[config.mk]
export PLATFORM = sky130hd
export DESIGN_NAME = fm_channel_pitch_effects
export DESIGN_NICKNAME = d
export VERILOG_FILES = /design/src/rtl/fmcpe_pkg.sv /design/src/rtl/fm_channel_pitch_effects.sv /design/src/rtl/fmcpe_state_mem.sv /design/src/rtl/fmcpe_update.sv
export VERILOG_INCLUDE_DIRS = /design/src /design/src/rtl
export SDC_FILE = /design/constraint.sdc
export NUM_CORES = 2
export LEC_CHECK = 0
export BUFFER_PORTS_ARGS = -buffer_cell sky130_fd_sc_hd__buf_2
export CORE_MARGIN = 4
export CORE_UTILIZATION = 56
export DETAILED_ROUTE_END_ITERATION = 7
export GPL_TIMING_DRIVEN = 1
export HOLD_SLACK_MARGIN = 0.08
export PLACE_DENSITY = 0.72
export SYNTH_ARGS = -nofsm -noshare
export SYNTH_HDL_FRONTEND = slang
export SYNTH_SLANG_ARGS = --single-unit
[constraint.sdc]
create_clock -name i_clk -period 13.3 [get_ports i_clk]
set_input_delay 2.66 -clock i_clk [delete_from_list [all_inputs] [get_ports i_clk]]
set_output_delay 2.66 -clock i_clk [all_outputs]
set_load 0.01 [all_outputs]
[src/rtl/fm_channel_pitch_effects_assert.svh]
// Assertion helpers for the pitch effect engine.
// Both macros sample on i_clk and are disabled while i_rst_n is low.
`ifndef FM_CHANNEL_PITCH_EFFECTS_ASSERT_SVH
`define FM_CHANNEL_PITCH_EFFECTS_ASSERT_SVH

// Consequent must hold in the same cycle as the antecedent.
`define FMCPE_ASSERT_SAME(name, ante, cons) \
    name: assert property (@(posedge i_clk) disable iff (!i_rst_n) (ante) |-> (cons)) \
        else $error("fmcpe: same-cycle check failed");

// Consequent must hold in the cycle after the antecedent.
`define FMCPE_ASSERT_NEXT(name, ante, cons) \
    name: assert property (@(posedge i_clk) disable iff (!i_rst_n) (ante) |=> (cons)) \
        else $error("fmcpe: next-cycle check failed");

`endif

[src/rtl/fmcpe_pkg.sv]
package fmcpe_pkg;

    // Request kinds
    typedef enum logic [2:0] {
        KIND_TICK       = 3'd0,
        KIND_SET_FREQ   = 3'd1,
        KIND_KEY_ON     = 3'd2,
        KIND_KEY_OFF    = 3'd3,
        KIND_SLIDE      = 3'd4,
        KIND_VIBRATO    = 3'd5,
        KIND_RM_SLIDE   = 3'd6,
        KIND_RM_VIBRATO = 3'd7
    } t_kind;

    // Effect mode codes (code 3 is never stored)
    localparam logic [1:0] MODE_NONE    = 2'd0;
    localparam logic [1:0] MODE_SLIDE   = 2'd1;
    localparam logic [1:0] MODE_VIBRATO = 2'd2;

    // Synthesizer register bases
    localparam logic [7:0] REG_FREQ_BASE = 8'hA0;
    localparam logic [7:0] REG_KEY_BASE  = 8'hB0;

    // Octave renormalization bounds of the slide
    localparam logic signed [15:0] SLIDE_UP_LIMIT   = 16'sh02DE;
    localparam logic signed [15:0] SLIDE_DOWN_LIMIT = 16'sh0184;

    // Vibrato range at and above which the shift is zero
    localparam logic [7:0] VIB_RANGE_MAX = 8'd9;

    // Per-channel state word
    typedef struct packed {
        logic [7:0]  freq_low;
        logic [7:0]  key_block;
        logic [1:0]  mode;
        logic [7:0]  slide_rate;
        logic [7:0]  slide_phase;
        logic [15:0] slide_inc;
        logic [7:0]  vib_rate;
        logic [7:0]  vib_phase;
        logic [7:0]  vib_range;
        logic [7:0]  vib_period;
        logic [7:0]  vib_countdown;
        logic [7:0]  vib_delay;
        logic [7:0]  vib_wait;
        logic [15:0] vib_inc;
    } t_chan_state;

    localparam t_chan_state CHAN_RESET = '{slide_phase: 8'hFF, default: '0};

    // Captured request
    typedef struct packed {
        t_kind              kind;
        logic [3:0]         channel;
        logic [7:0]         param_a;
        logic [7:0]         param_b;
        logic [7:0]         param_c;
        logic [7:0]         param_d;
        logic signed [15:0] slide_step;
        logic [7:0]         fnum_low;
        logic [4:0]         block_fnum_high;
    } t_request;

    // Register writes caused by one request; a single write uses the first slot
    typedef struct packed {
        logic       first_valid;
        logic [7:0] first_addr;
        logic [7:0] first_value;
        logic       second_valid;
        logic [7:0] second_addr;
        logic [7:0] second_value;
    } t_writes;

endpackage

[src/rtl/fm_channel_pitch_effects.sv]
// Pitch effect engine for a bank of FM synthesizer channels.
//
// Requests enter on i_start while o_busy is low; each carries a kind, a
// channel and the parameter fields of that kind. The register writes a
// request causes (zero, one or two) leave on o_reg_address / o_reg_value,
// each shown for exactly one cycle with o_result_valid; o_last marks the
// final write of a request. The receiver cannot hold results off.
// Requests for a channel at or above CHANNELS are dropped without output.
//
// Timing: the channel's state word is read from a one-port-read,
// one-port-write memory at the accepting edge, updated in the next cycle
// (ST_EXEC) and written back at its end, where the first write is also
// registered onto the ports; a second write is registered from ST_SECOND.
// o_busy stays high through ST_EXEC and ST_SECOND, so a new request is
// accepted only after the engine has returned to ST_IDLE.
//
// Reset clears the control state, the rhythm mode register and the
// per-channel written flags; all channels then read as their reset state.
// The rhythm mode register takes a write on any cycle (o_cfg_ready is high).
`include "fm_channel_pitch_effects_assert.svh"

module fm_channel_pitch_effects #(
    parameter int CHANNELS = 9
) (
    input  logic        i_clk,
    input  logic        i_rst_n,
    input  logic        i_start,
    output logic        o_busy,
    input  logic [2:0]  i_kind,
    input  logic [3:0]  i_channel,
    input  logic [7:0]  i_param_a,
    input  logic [7:0]  i_param_b,
    input  logic [7:0]  i_param_c,
    input  logic [7:0]  i_param_d,
    input  logic signed [15:0] i_slide_step,
    input  logic [7:0]  i_fnum_low,
    input  logic [4:0]  i_block_fnum_high,
    input  logic        i_cfg_valid,
    output logic        o_cfg_ready,
    input  logic        i_cfg_data,
    output logic        o_result_valid,
    output logic [7:0]  o_reg_address,
    output logic [7:0]  o_reg_value,
    output logic        o_last
);
    import fmcpe_pkg::*;

    localparam int CH_W = (CHANNELS > 1) ? $clog2(CHANNELS) : 1;
    localparam logic [4:0] CHAN_LIMIT = 5'(CHANNELS);

    typedef enum logic [1:0] {
        ST_IDLE,
        ST_EXEC,
        ST_SECOND
    } t_state;

    t_state      r_state;
    t_request    r_req;
    logic        r_in_range;
    logic        r_rhythm_mode;
    logic        r_result_valid;
    logic [7:0]  r_reg_address;
    logic [7:0]  r_reg_value;
    logic        r_last;
    logic [7:0]  r_second_addr;
    logic [7:0]  r_second_value;

    logic        accept;
    t_chan_state rd_state;
    t_chan_state upd_state;
    t_writes     upd_writes;
    logic        first_ok;
    logic        second_ok;

    assign accept      = i_start && !o_busy;
    assign o_busy      = (r_state != ST_IDLE);
    assign o_cfg_ready = 1'b1;

    // Rhythm mode register
    always_ff @(posedge i_clk) begin
        if (!i_rst_n) begin
            r_rhythm_mode <= 1'b0;
        end else if (i_cfg_valid && o_cfg_ready) begin
            r_rhythm_mode <= i_cfg_data;
        end
    end

    // Channel state memory
    fmcpe_state_mem #(
        .CHANNELS (CHANNELS)
    ) u_mem (
        .i_clk     (i_clk),
        .i_rst_n   (i_rst_n),
        .i_rd_en   (accept),
        .i_rd_addr (i_channel[CH_W-1:0]),
        .o_rd_data (rd_state),
        .i_wr_en   ((r_state == ST_EXEC) && r_in_range),
        .i_wr_addr (r_req.channel[CH_W-1:0]),
        .i_wr_data (upd_state)
    );

    // Per-request update
    fmcpe_update u_update (
        .i_req         (r_req),
        .i_state       (rd_state),
        .i_rhythm_mode (r_rhythm_mode),
        .o_state       (upd_state),
        .o_writes      (upd_writes)
    );

    assign first_ok  = r_in_range && upd_writes.first_valid;
    assign second_ok = r_in_range && upd_writes.second_valid;

    // Sequence: capture request, update, emit zero, one or two writes
    always_ff @(posedge i_clk) begin
        if (!i_rst_n) begin
            r_state        <= ST_IDLE;
            r_result_valid <= 1'b0;
        end else begin
            case (r_state)
                ST_IDLE: begin
                    r_result_valid <= 1'b0;
                    if (accept) begin
                        r_req.kind            <= t_kind'(i_kind);
                        r_req.channel         <= i_channel;
                        r_req.param_a         <= i_param_a;
                        r_req.param_b         <= i_param_b;
                        r_req.param_c         <= i_param_c;
                        r_req.param_d         <= i_param_d;
                        r_req.slide_step      <= i_slide_step;
                        r_req.fnum_low        <= i_fnum_low;
                        r_req.block_fnum_high <= i_block_fnum_high;
                        r_in_range            <= ({1'b0, i_channel} < CHAN_LIMIT);
                        r_state               <= ST_EXEC;
                    end
                end
                ST_EXEC: begin
                    r_result_valid <= first_ok;
                    r_reg_address  <= upd_writes.first_addr;
                    r_reg_value    <= upd_writes.first_value;
                    r_last         <= !second_ok;
                    r_second_addr  <= upd_writes.second_addr;
                    r_second_value <= upd_writes.second_value;
                    r_state        <= second_ok ? ST_SECOND : ST_IDLE;
                end
                ST_SECOND: begin
                    r_result_valid <= 1'b1;
                    r_reg_address  <= r_second_addr;
                    r_reg_value    <= r_second_value;
                    r_last         <= 1'b1;
                    r_state        <= ST_IDLE;
                end
                default: begin
                    r_result_valid <= 1'b0;
                    r_state        <= ST_IDLE;
                end
            endcase
        end
    end

    assign o_result_valid = r_result_valid;
    assign o_reg_address  = r_reg_address;
    assign o_reg_value    = r_reg_value;
    assign o_last         = r_last;

    // Accepted request always occupies the engine next cycle
    `FMCPE_ASSERT_NEXT(a_accept_busy, accept, o_busy)
    // A non-final write is followed at once by the final one
    `FMCPE_ASSERT_NEXT(a_pair_follows, o_result_valid && !o_last, o_result_valid && o_last)
    // The final write of a request is never directly followed by another write
    `FMCPE_ASSERT_NEXT(a_last_gap, o_result_valid && o_last, !o_result_valid)
    // Writes target only frequency or key/block registers
    `FMCPE_ASSERT_SAME(a_addr_range, o_result_valid, o_reg_address[7:5] == 3'b101)

endmodule

[src/rtl/fmcpe_state_mem.sv]
module fmcpe_state_mem #(
    parameter int CHANNELS = 9
) (
    input  logic                                                i_clk,
    input  logic                                                i_rst_n,
    input  logic                                                i_rd_en,
    input  logic [((CHANNELS > 1) ? $clog2(CHANNELS) : 1)-1:0] i_rd_addr,
    output fmcpe_pkg::t_chan_state                              o_rd_data,
    input  logic                                                i_wr_en,
    input  logic [((CHANNELS > 1) ? $clog2(CHANNELS) : 1)-1:0] i_wr_addr,
    input  fmcpe_pkg::t_chan_state                              i_wr_data
);
    import fmcpe_pkg::*;

    localparam int CH_W = (CHANNELS > 1) ? $clog2(CHANNELS) : 1;
    localparam logic [CH_W:0] DEPTH = (CH_W + 1)'(CHANNELS);

    t_chan_state         r_mem [CHANNELS];
    logic [CHANNELS-1:0] r_valid;
    t_chan_state         r_rd_data;
    logic                r_rd_valid;

    // Mark entries written since reset
    always_ff @(posedge i_clk) begin
        if (!i_rst_n) begin
            r_valid <= '0;
        end else if (i_wr_en) begin
            r_valid[i_wr_addr] <= 1'b1;
        end
    end

    // Write port
    always_ff @(posedge i_clk) begin
        if (i_wr_en) begin
            r_mem[i_wr_addr] <= i_wr_data;
        end
    end

    // Registered read port
    always_ff @(posedge i_clk) begin
        if (i_rd_en) begin
            r_rd_data  <= r_mem[i_rd_addr];
            r_rd_valid <= ({1'b0, i_rd_addr} < DEPTH) && r_valid[i_rd_addr];
        end
    end

    // Entries never written read as the reset state
    assign o_rd_data = r_rd_valid ? r_rd_data : CHAN_RESET;

endmodule

[src/rtl/fmcpe_update.sv]
module fmcpe_update (
    input  fmcpe_pkg::t_request    i_req,
    input  fmcpe_pkg::t_chan_state i_state,
    input  logic                   i_rhythm_mode,
    output fmcpe_pkg::t_chan_state o_state,
    output fmcpe_pkg::t_writes     o_writes
);
    import fmcpe_pkg::*;

    logic [9:0]  freq10;
    logic [7:0]  addr_freq;
    logic [7:0]  addr_key;
    logic [8:0]  slide_sum;
    logic [15:0] slide_f;
    logic [15:0] slide_adj;
    logic [2:0]  oct_n;
    logic [8:0]  vib_sum;
    logic [7:0]  cd_dec;
    logic [15:0] vib_inc_n;
    logic [7:0]  vib_cd_n;
    logic [15:0] vib_f;
    logic [3:0]  vib_r;
    logic [3:0]  vib_shift;
    logic [9:0]  freq_shifted;
    logic [7:0]  key_on_byte;
    logic [7:0]  key_off_byte;
    logic [7:0]  set_key_byte;

    assign freq10    = {i_state.key_block[1:0], i_state.freq_low};
    assign addr_freq = REG_FREQ_BASE + {4'b0, i_req.channel};
    assign addr_key  = REG_KEY_BASE + {4'b0, i_req.channel};

    // Slide: advance phase, add step, renormalize octave
    always_comb begin
        slide_sum = {1'b0, i_state.slide_phase} + {1'b0, i_state.slide_rate};
        slide_f   = {6'b0, freq10} + i_state.slide_inc;
        slide_adj = slide_f;
        oct_n     = i_state.key_block[4:2];
        if (!i_state.slide_inc[15] && ($signed(slide_f) >= SLIDE_UP_LIMIT)) begin
            slide_adj = slide_f >> 1;
            oct_n     = i_state.key_block[4:2] + 3'd1;
        end else if (i_state.slide_inc[15] && ($signed(slide_f) <= SLIDE_DOWN_LIMIT)) begin
            slide_adj = slide_f << 1;
            oct_n     = i_state.key_block[4:2] - 3'd1;
        end
    end

    // Vibrato: advance phase, count down half period, flip step direction
    always_comb begin
        vib_sum   = {1'b0, i_state.vib_phase} + {1'b0, i_state.vib_rate};
        cd_dec    = i_state.vib_countdown - 8'd1;
        vib_inc_n = i_state.vib_inc;
        vib_cd_n  = cd_dec;
        if (cd_dec == 8'd0) begin
            vib_inc_n = 16'd0 - i_state.vib_inc;
            vib_cd_n  = i_state.vib_period;
        end
        vib_f = {6'b0, freq10} + vib_inc_n;
    end

    // Key on: vibrato step from frequency scaled by range; key on/off and set-frequency key bytes
    always_comb begin
        vib_r        = (i_state.vib_range < VIB_RANGE_MAX) ? i_state.vib_range[3:0]
                                                           : VIB_RANGE_MAX[3:0];
        vib_shift    = VIB_RANGE_MAX[3:0] - vib_r;
        freq_shifted = freq10 >> vib_shift;
        key_on_byte  = i_state.key_block | 8'h20;
        key_off_byte = i_state.key_block & 8'hDF;
        set_key_byte = {2'b0, i_state.key_block[5], i_req.block_fnum_high};
    end

    // Next state and register writes per kind
    always_comb begin
        o_state  = i_state;
        o_writes = '0;
        case (i_req.kind)
            KIND_TICK: begin
                if (i_state.mode == MODE_SLIDE) begin
                    o_state.slide_phase = slide_sum[7:0];
                    if (slide_sum[8]) begin
                        o_state.freq_low  = slide_adj[7:0];
                        o_state.key_block = {2'b0, i_state.key_block[5], oct_n,
                                             slide_adj[9:8]};
                        o_writes.first_valid  = 1'b1;
                        o_writes.second_valid = 1'b1;
                    end
                end else if (i_state.mode == MODE_VIBRATO) begin
                    if (i_state.vib_wait != 8'd0) begin
                        o_state.vib_wait = i_state.vib_wait - 8'd1;
                    end else begin
                        o_state.vib_phase = vib_sum[7:0];
                        if (vib_sum[8]) begin
                            o_state.vib_countdown = vib_cd_n;
                            o_state.vib_inc       = vib_inc_n;
                            o_state.freq_low      = vib_f[7:0];
                            o_state.key_block     = {i_state.key_block[7:2], 2'b0}
                                                    | vib_f[15:8];
                            o_writes.first_valid  = 1'b1;
                            o_writes.second_valid = 1'b1;
                        end
                    end
                end
                o_writes.first_addr   = addr_freq;
                o_writes.first_value  = o_state.freq_low;
                o_writes.second_addr  = addr_key;
                o_writes.second_value = o_state.key_block;
            end
            KIND_SET_FREQ: begin
                o_state.freq_low      = i_req.fnum_low;
                o_state.key_block     = set_key_byte;
                o_writes.first_valid  = 1'b1;
                o_writes.first_addr   = addr_freq;
                o_writes.first_value  = i_req.fnum_low;
                o_writes.second_valid = 1'b1;
                o_writes.second_addr  = addr_key;
                o_writes.second_value = set_key_byte;
            end
            KIND_KEY_ON: begin
                o_state.key_block    = key_on_byte;
                o_state.vib_inc      = {8'b0, freq_shifted[7:0]};
                o_state.vib_wait     = i_state.vib_delay;
                o_writes.first_valid = 1'b1;
                o_writes.first_addr  = addr_key;
                o_writes.first_value = key_on_byte;
            end
            KIND_KEY_OFF: begin
                if (!(i_rhythm_mode && (i_req.channel >= 4'd6))) begin
                    o_state.key_block    = key_off_byte;
                    o_writes.first_valid = 1'b1;
                    o_writes.first_addr  = addr_key;
                    o_writes.first_value = key_off_byte;
                end
            end
            KIND_SLIDE: begin
                o_state.slide_rate  = i_req.param_a;
                o_state.slide_phase = 8'hFF;
                o_state.slide_inc   = i_req.slide_step;
                o_state.mode        = MODE_SLIDE;
            end
            KIND_VIBRATO: begin
                o_state.vib_rate      = i_req.param_a;
                o_state.vib_range     = i_req.param_b;
                o_state.vib_countdown = i_req.param_c + 8'd1;
                o_state.vib_period    = {i_req.param_c[6:0], 1'b0};
                o_state.vib_delay     = i_req.param_d;
                o_state.mode          = MODE_VIBRATO;
            end
            KIND_RM_SLIDE: begin
                o_state.slide_inc = 16'd0;
                o_state.mode      = MODE_NONE;
            end
            KIND_RM_VIBRATO: begin
                o_state.mode = MODE_NONE;
            end
            default: begin
                o_state.mode = MODE_NONE;
            end
        endcase
    end

endmodule
# After elaboration in Yosys (flattened, before gate mapping)
# Memory sizes are Yosys's and may differ from the RTL's. A register that Yosys moved wholly into a read port is not among the register bits.
# Index checks and enable logic that the tools add are counted.
# word_totals
regBits	116
latch_bits	0
ramBits	1098
mem_bits_ro	0
in_bits	73
out_inout_bits	20
word_cells	139
n_memories	1
# classes
n_addsub	13
mul	0
n_div	0
n_lt_le_gt_ge	8
eq_ne	12
n_shift	1
n_mux	60
n_bitwise	2
n_reduce_logical	22
# mem_list
memory	words	width	read_ports	rd_clocked_by_memory_dff	write_ports	line	text
u_mem.r_mem	9	122	1	1	1	fmcpe_state_mem.sv:18	t_chan_state r_mem [CHANNELS];
# op_table
op	n
2-to-1 mux 16 bit	9
2-to-1 mux 122 bit	1
2-to-1 mux 8 bit	14
one-hot mux 8 bit (2 select lines)	5
one-hot mux 17 bit (4 select lines)	1
2-to-1 mux 24 bit	2
one-hot mux 24 bit (2 select lines)	1
one-hot mux 17 bit (2 select lines)	1
adder 10 x 16 -> 16 bit	2
one-hot mux 16 bit (2 select lines)	1
one-hot mux 8 bit (4 select lines)	1
2-to-1 mux 10 bit	2
adder 8 x 8 -> 9 bit	2
2-to-1 mux 17 bit	1
adder 8 x 4 -> 8 bit, first input constant	2
>= comparator 16 x 11 -> 1 bit, second input constant	1
<= comparator 16 x 10 -> 1 bit, second input constant	1
subtractor 1 x 16 -> 16 bit, first input constant	1
subtractor 8 x 1 -> 8 bit, second input constant	2
== test 3 bit, second input constant	4
< comparator 4 x 5 -> 1 bit, second input constant	2
>> shifter 10 x 4 -> 8 bit	1
logical AND 1 bit	9
2-to-1 mux 1 bit	9
33 further kinds	43

# Logic depth before layout (Yosys ltp)
# depth
ltp_word	14
depth_mapped	28
ltp_nobuf	20

# Cells and area by module
# Synthesis repeated with hierarchy kept, for this count alone.
# hier_totals
cells_unflattened	3483
area_unflattened_um2	56536.7
# modules_own_cells
module	n_inst	cells_each	area_each_um2	seq_area_each_um2
fmcpe_state_mem	1	2513	47430.5	36845.3
fmcpe_update	1	818	5514.0	0.0
fm_channel_pitch_effects	1	152	3592.2	3143.0

# Worst setup path after synthesis
# Ideal clock, no wire load.
# synth_timing
kind	flip-flop to flip-flop
startpoint	reg r_state[1]
endpoint	mem u_mem.r_mem[0][0] in the netlist's numbering, enable pin
setup_time_ns	0.755
arrival_time_ns	9.272
required_time_ns	12.545
setup_slack_ns	3.273
path_stages_with_launch	6
path_buffers	0
synth_period_minus_slack_ns	10.027
path_cell_list	dfxtp_1 > inv_1 > ha_1 > nand2_1 > or3_1 > nor3_1
# synth_between
elab_chain_len	4
# synth_lines
element	line	text
from (decl)	fm_channel_pitch_effects.sv:57	t_state r_state;
from (signal assigned)	fm_channel_pitch_effects.sv:144	r_state <= second_ok ? ST_SECOND : ST_IDLE;
== test 2 x 1 -> 1 bit	fm_channel_pitch_effects.sv:97	.i_wr_en ((r_state == ST_EXEC) && r_in_range),
logical AND 1 bit	fm_channel_pitch_effects.sv:97	
2-to-1 mux 1 bit	fmcpe_state_mem.sv:34	if (i_wr_en) begin
2-to-1 mux 1 bit (not written as such)	fmcpe_state_mem.sv:35	r_mem[i_wr_addr] <= i_wr_data;
to (decl)	fmcpe_state_mem.sv:18	
# No other way between the ends.

==> impl_metrics.tcl <==
set metrics [dict create \
    status "finished, final reports clean" \
    area_growth_pct 11.4 \
    slowest_stage "o21ai_0" \
    cp-end-kind "register" \
    finalMaxSlewViolations 0 \
    reg2reg_from "u_mem.r_rd_valid" \
    setup_viol 0 \
    ctsHoldBuffers 0 \
    fin_crit_sh_pct 47.6 \
    hold_end "u_mem.r_valid[3]" \
    synth_cell_types 91 \
    maxCapViolCount 0 \
    worstRegToRegCells 20 \
    fin_cells 4695 \
    io_pins 93 \
    p_total_mw 8.95 \
    hold_path.class "reg -> reg" \
    fin_nets 3441 \
    ir_worst_vdd_mv 0.0883 \
    clk_pin_slew_ps 60 \
    crit_type "reg -> reg" \
    fp.dieH_um 322 \
    grt_overflow_total 0 \
    postSynth.asyncResetShare_pct 0 \
    yosys_warnings 0 \
    max_slew_margin_pct 19.3 \
    drive_gt1_share_pct 18.9 \
    die_w_um 322 \
    viasPerCell 6.42 \
    fin_worst_skew_ps 30.0 \
    post-place-cells 4450 \
    r2r_end "u_mem.r_mem[6][110]" \
    critPathMaxStageDelay_ps 530 \
    tns_ps 0 \
    cp_num_buf_inv 2 \
    hold_ws_ps 469 \
    synth_cells 3208 \
    cts_setup_buffers 0 \
    cts_buffer_depth 3 \
    tightest_slew_ps 1200 \
    grt_pass1_vias 30866 \
    synth_area_per_cell_um2 17.2 \
    p_leak_nw 20.6 \
    grt_antenna_before_repair 2 \
    synth_edf_count 1318 \
    dp_hpwl_um 71600 \
    syn-num-nets 3334 \
    dr_total_vias 30124 \
    cts-root-buf "clkbuf_16" \
    ant_nets 0 \
    timing.fmax_mhz 158 \
    cts_tree "built" \
    grt_use_total_pct 25.1 \
    regToRegSetupSlack_ps 6970 \
    critPathArrivalTime_ps 6770 \
    crit_top_cell "o21ai_0" \
    totalWireLength_um 128000 \
    netlist_area_um2 55200 \
    grt_pass1_wl_um 194000 \
    post-route-drc-count 0 \
    start_util_pct 56.8 \
    firstDrtPassIters 6 \
    hp-start "u_mem.r_valid[3]" \
    grt_max_degree 117 \
    cts_max_level 4 \
    crit_required_ps 13740 \
    synthFlopType "edfxtp_1" \
    portBuffers 90 \
    crit_fanout 41 \
    final.fill_count 6601 \
    mostFrequentLayoutCell "edfxtp_1" \
    cp_cell_sequence "buf_4, nand2_1, ha_1, a2111o_1, a31oi_1, o31ai_2, and3_1, o21ai_0, inv_1, fa_1, nor2b_1, o21ai_0, a21boi_0, o21ai_0, o21ai_0, nand3_1, xnor2_1, a2bb2oi_1, o21a_1, o22ai_1" \
    cts.sinks 1331 \
    worstHoldPathCells 1 \
    synth-seq-cells 1331 \
    row_count 114 \
    core_area_um2 97300 \
    first_iter_violations 3820 \
    start_kind "register" \
    cts-resized-gates 0 \
    antennaDiodeCount 0 \
    period_needed_ps 6330 \
    insertion_delay_ps 750 \
    hold_viol 0 \
    routabilityCongestion 0.918 \
    final_cell_mix "1318 x edfxtp_1, 302 x nand2_1, 248 x mux4_2, 220 x o21ai_0, 141 x clkbuf_16" \
    grt_setup_unrepaired "no" \
    wl_per_cell_um 27.3 \
    fp.dieArea_um2 104000 \
    cts_made_buffers 138 \
    power.density_nw_per_um2 145 \
    ys_seq_area_share_pct 72.2 \
    cpLargestDelayFamily "compound AO/OA/AOI/OAI gates" \
]
-- where the power goes --
| part | internal [mW] | switching, mW |
|---|---|---|
| clock network | 2.16 | 1.56 |
| logic | 0.181 | 0.320 |
| registers | 4.69 | 0.0368 |
-- cells by family (layout without fill, tap and decap cells) --
logic type	after synthesis	count (layout)	share of synthesized area (%)
adders and majority gates	53	53	1.26
AOI/OAI and AO/OA	505	505	5.85
and+or+nand+nor	621	621	5.23
muxes	401	401	12.9
other	2	2	0.0136
xor gates and xnor gates	55	55	0.872
DFF	1331	1331	72.2
buffers and inverters	240	451	1.69
-- sequential cells by signal, summed over array words and instances (netlist names), 2 cells and up --
signal,cells
o_reg_value,8
r_second_value,8
u_mem.r_mem,1098
u_mem.r_rd_data,122
o_reg_address,6
u_mem.r_valid,9
r_second_addr,5
r_state,2
r_req,68
-- cell usage after synthesis (6+ instances only) --
cell type / number / area (µm²)
a211oi_1: 7 / 52.6
nand3b_1: 18 / 135
dfxtp_1: 13 / 260
buf_1: 45 / 169
nand4_1: 13 / 81.3
nor3_1: 28 / 140
buf_2: 12 / 60.1
a31oi_1: 6 / 37.5
a211o_1: 6 / 52.6
nand2_1: 302 / 1130
a22o_1: 19 / 166
o21bai_1: 7 / 52.6
ha_1: 49 / 613
o221ai_1: 10 / 87.6
o211ai_1: 12 / 90.1
xor2_1: 18 / 158
nand2b_1: 20 / 125
clkbuf_1: 117 / 439
o31ai_1: 8 / 60.1
o21a_1: 18 / 135
nor2b_1: 22 / 138
mux4_2: 248 / 5590
inv_1: 60 / 225
nor2_1: 87 / 327
a21o_1: 14 / 105
mux2i_1: 131 / 1310
nand3_1: 44 / 220
and2_1: 43 / 269
o41ai_1: 7 / 61.3
a21oi_1: 81 / 405
edfxtp_1: 1318 / 39600
o22ai_1: 12 / 75.1
or3_1: 9 / 56.3
o31a_1: 6 / 52.6
and3_1: 10 / 62.6
xnor2_1: 37 / 324
o21ai_0: 221 / 1110
a22oi_1: 11 / 82.6
mux2_2: 22 / 248
-- cell type report --
type	count	area [µm²]	share of cell area, %
clock buffer	172	3640	5.92
inverter	61	229	0.372
timing repair buffer	146	957	1.56
tap	1276	1600	2.60
multi-input combinational	1637	14500	23.6
sequential	1331	39800	64.8
clock inverter	72	733	1.19
-- worst max-delay path by stage --
stage | from | endpoint | slack (ps) | cells after the start
2_1_floorplan | r_state[1] | u_mem.r_mem[0][0] | 3270 | 5
3_3_place_gp | i_channel[1] | u_mem.r_rd_valid | 6760 | 6
6_report | u_mem.r_rd_valid | u_mem.r_mem[6][110] | 6970 | 20
4_1_cts | u_mem.r_rd_valid | u_mem.r_mem[6][110] | 7010 | 20
5_1_grt | u_mem.r_rd_valid | u_mem.r_mem[6][110] | 6420 | 20
3_5_place_dp | i_channel[0] | u_mem.r_rd_data[105] | 7040 | 6
-- stage by stage --
step	utilization, %	cell area [µm²]	worst slack, ps
detailed placement	58.7	57100	7040
global route	63.2	61500	6420
CTS	63.2	61500	7010
floorplan	-	55200	3270
global placement	58.7	57100	6760
finish	63.2	61500	6970
-- routing by layer --
layer | track usage (%) | share of wire (%)
met5 | 0 | 0.010
met2 | 41.9 | 50
met1 | 34.8 | 40
met3 | 4.03 | 7.6
met4 | 7.33 | 2.4
Note: power is estimated with default switching activity, not from simulation.
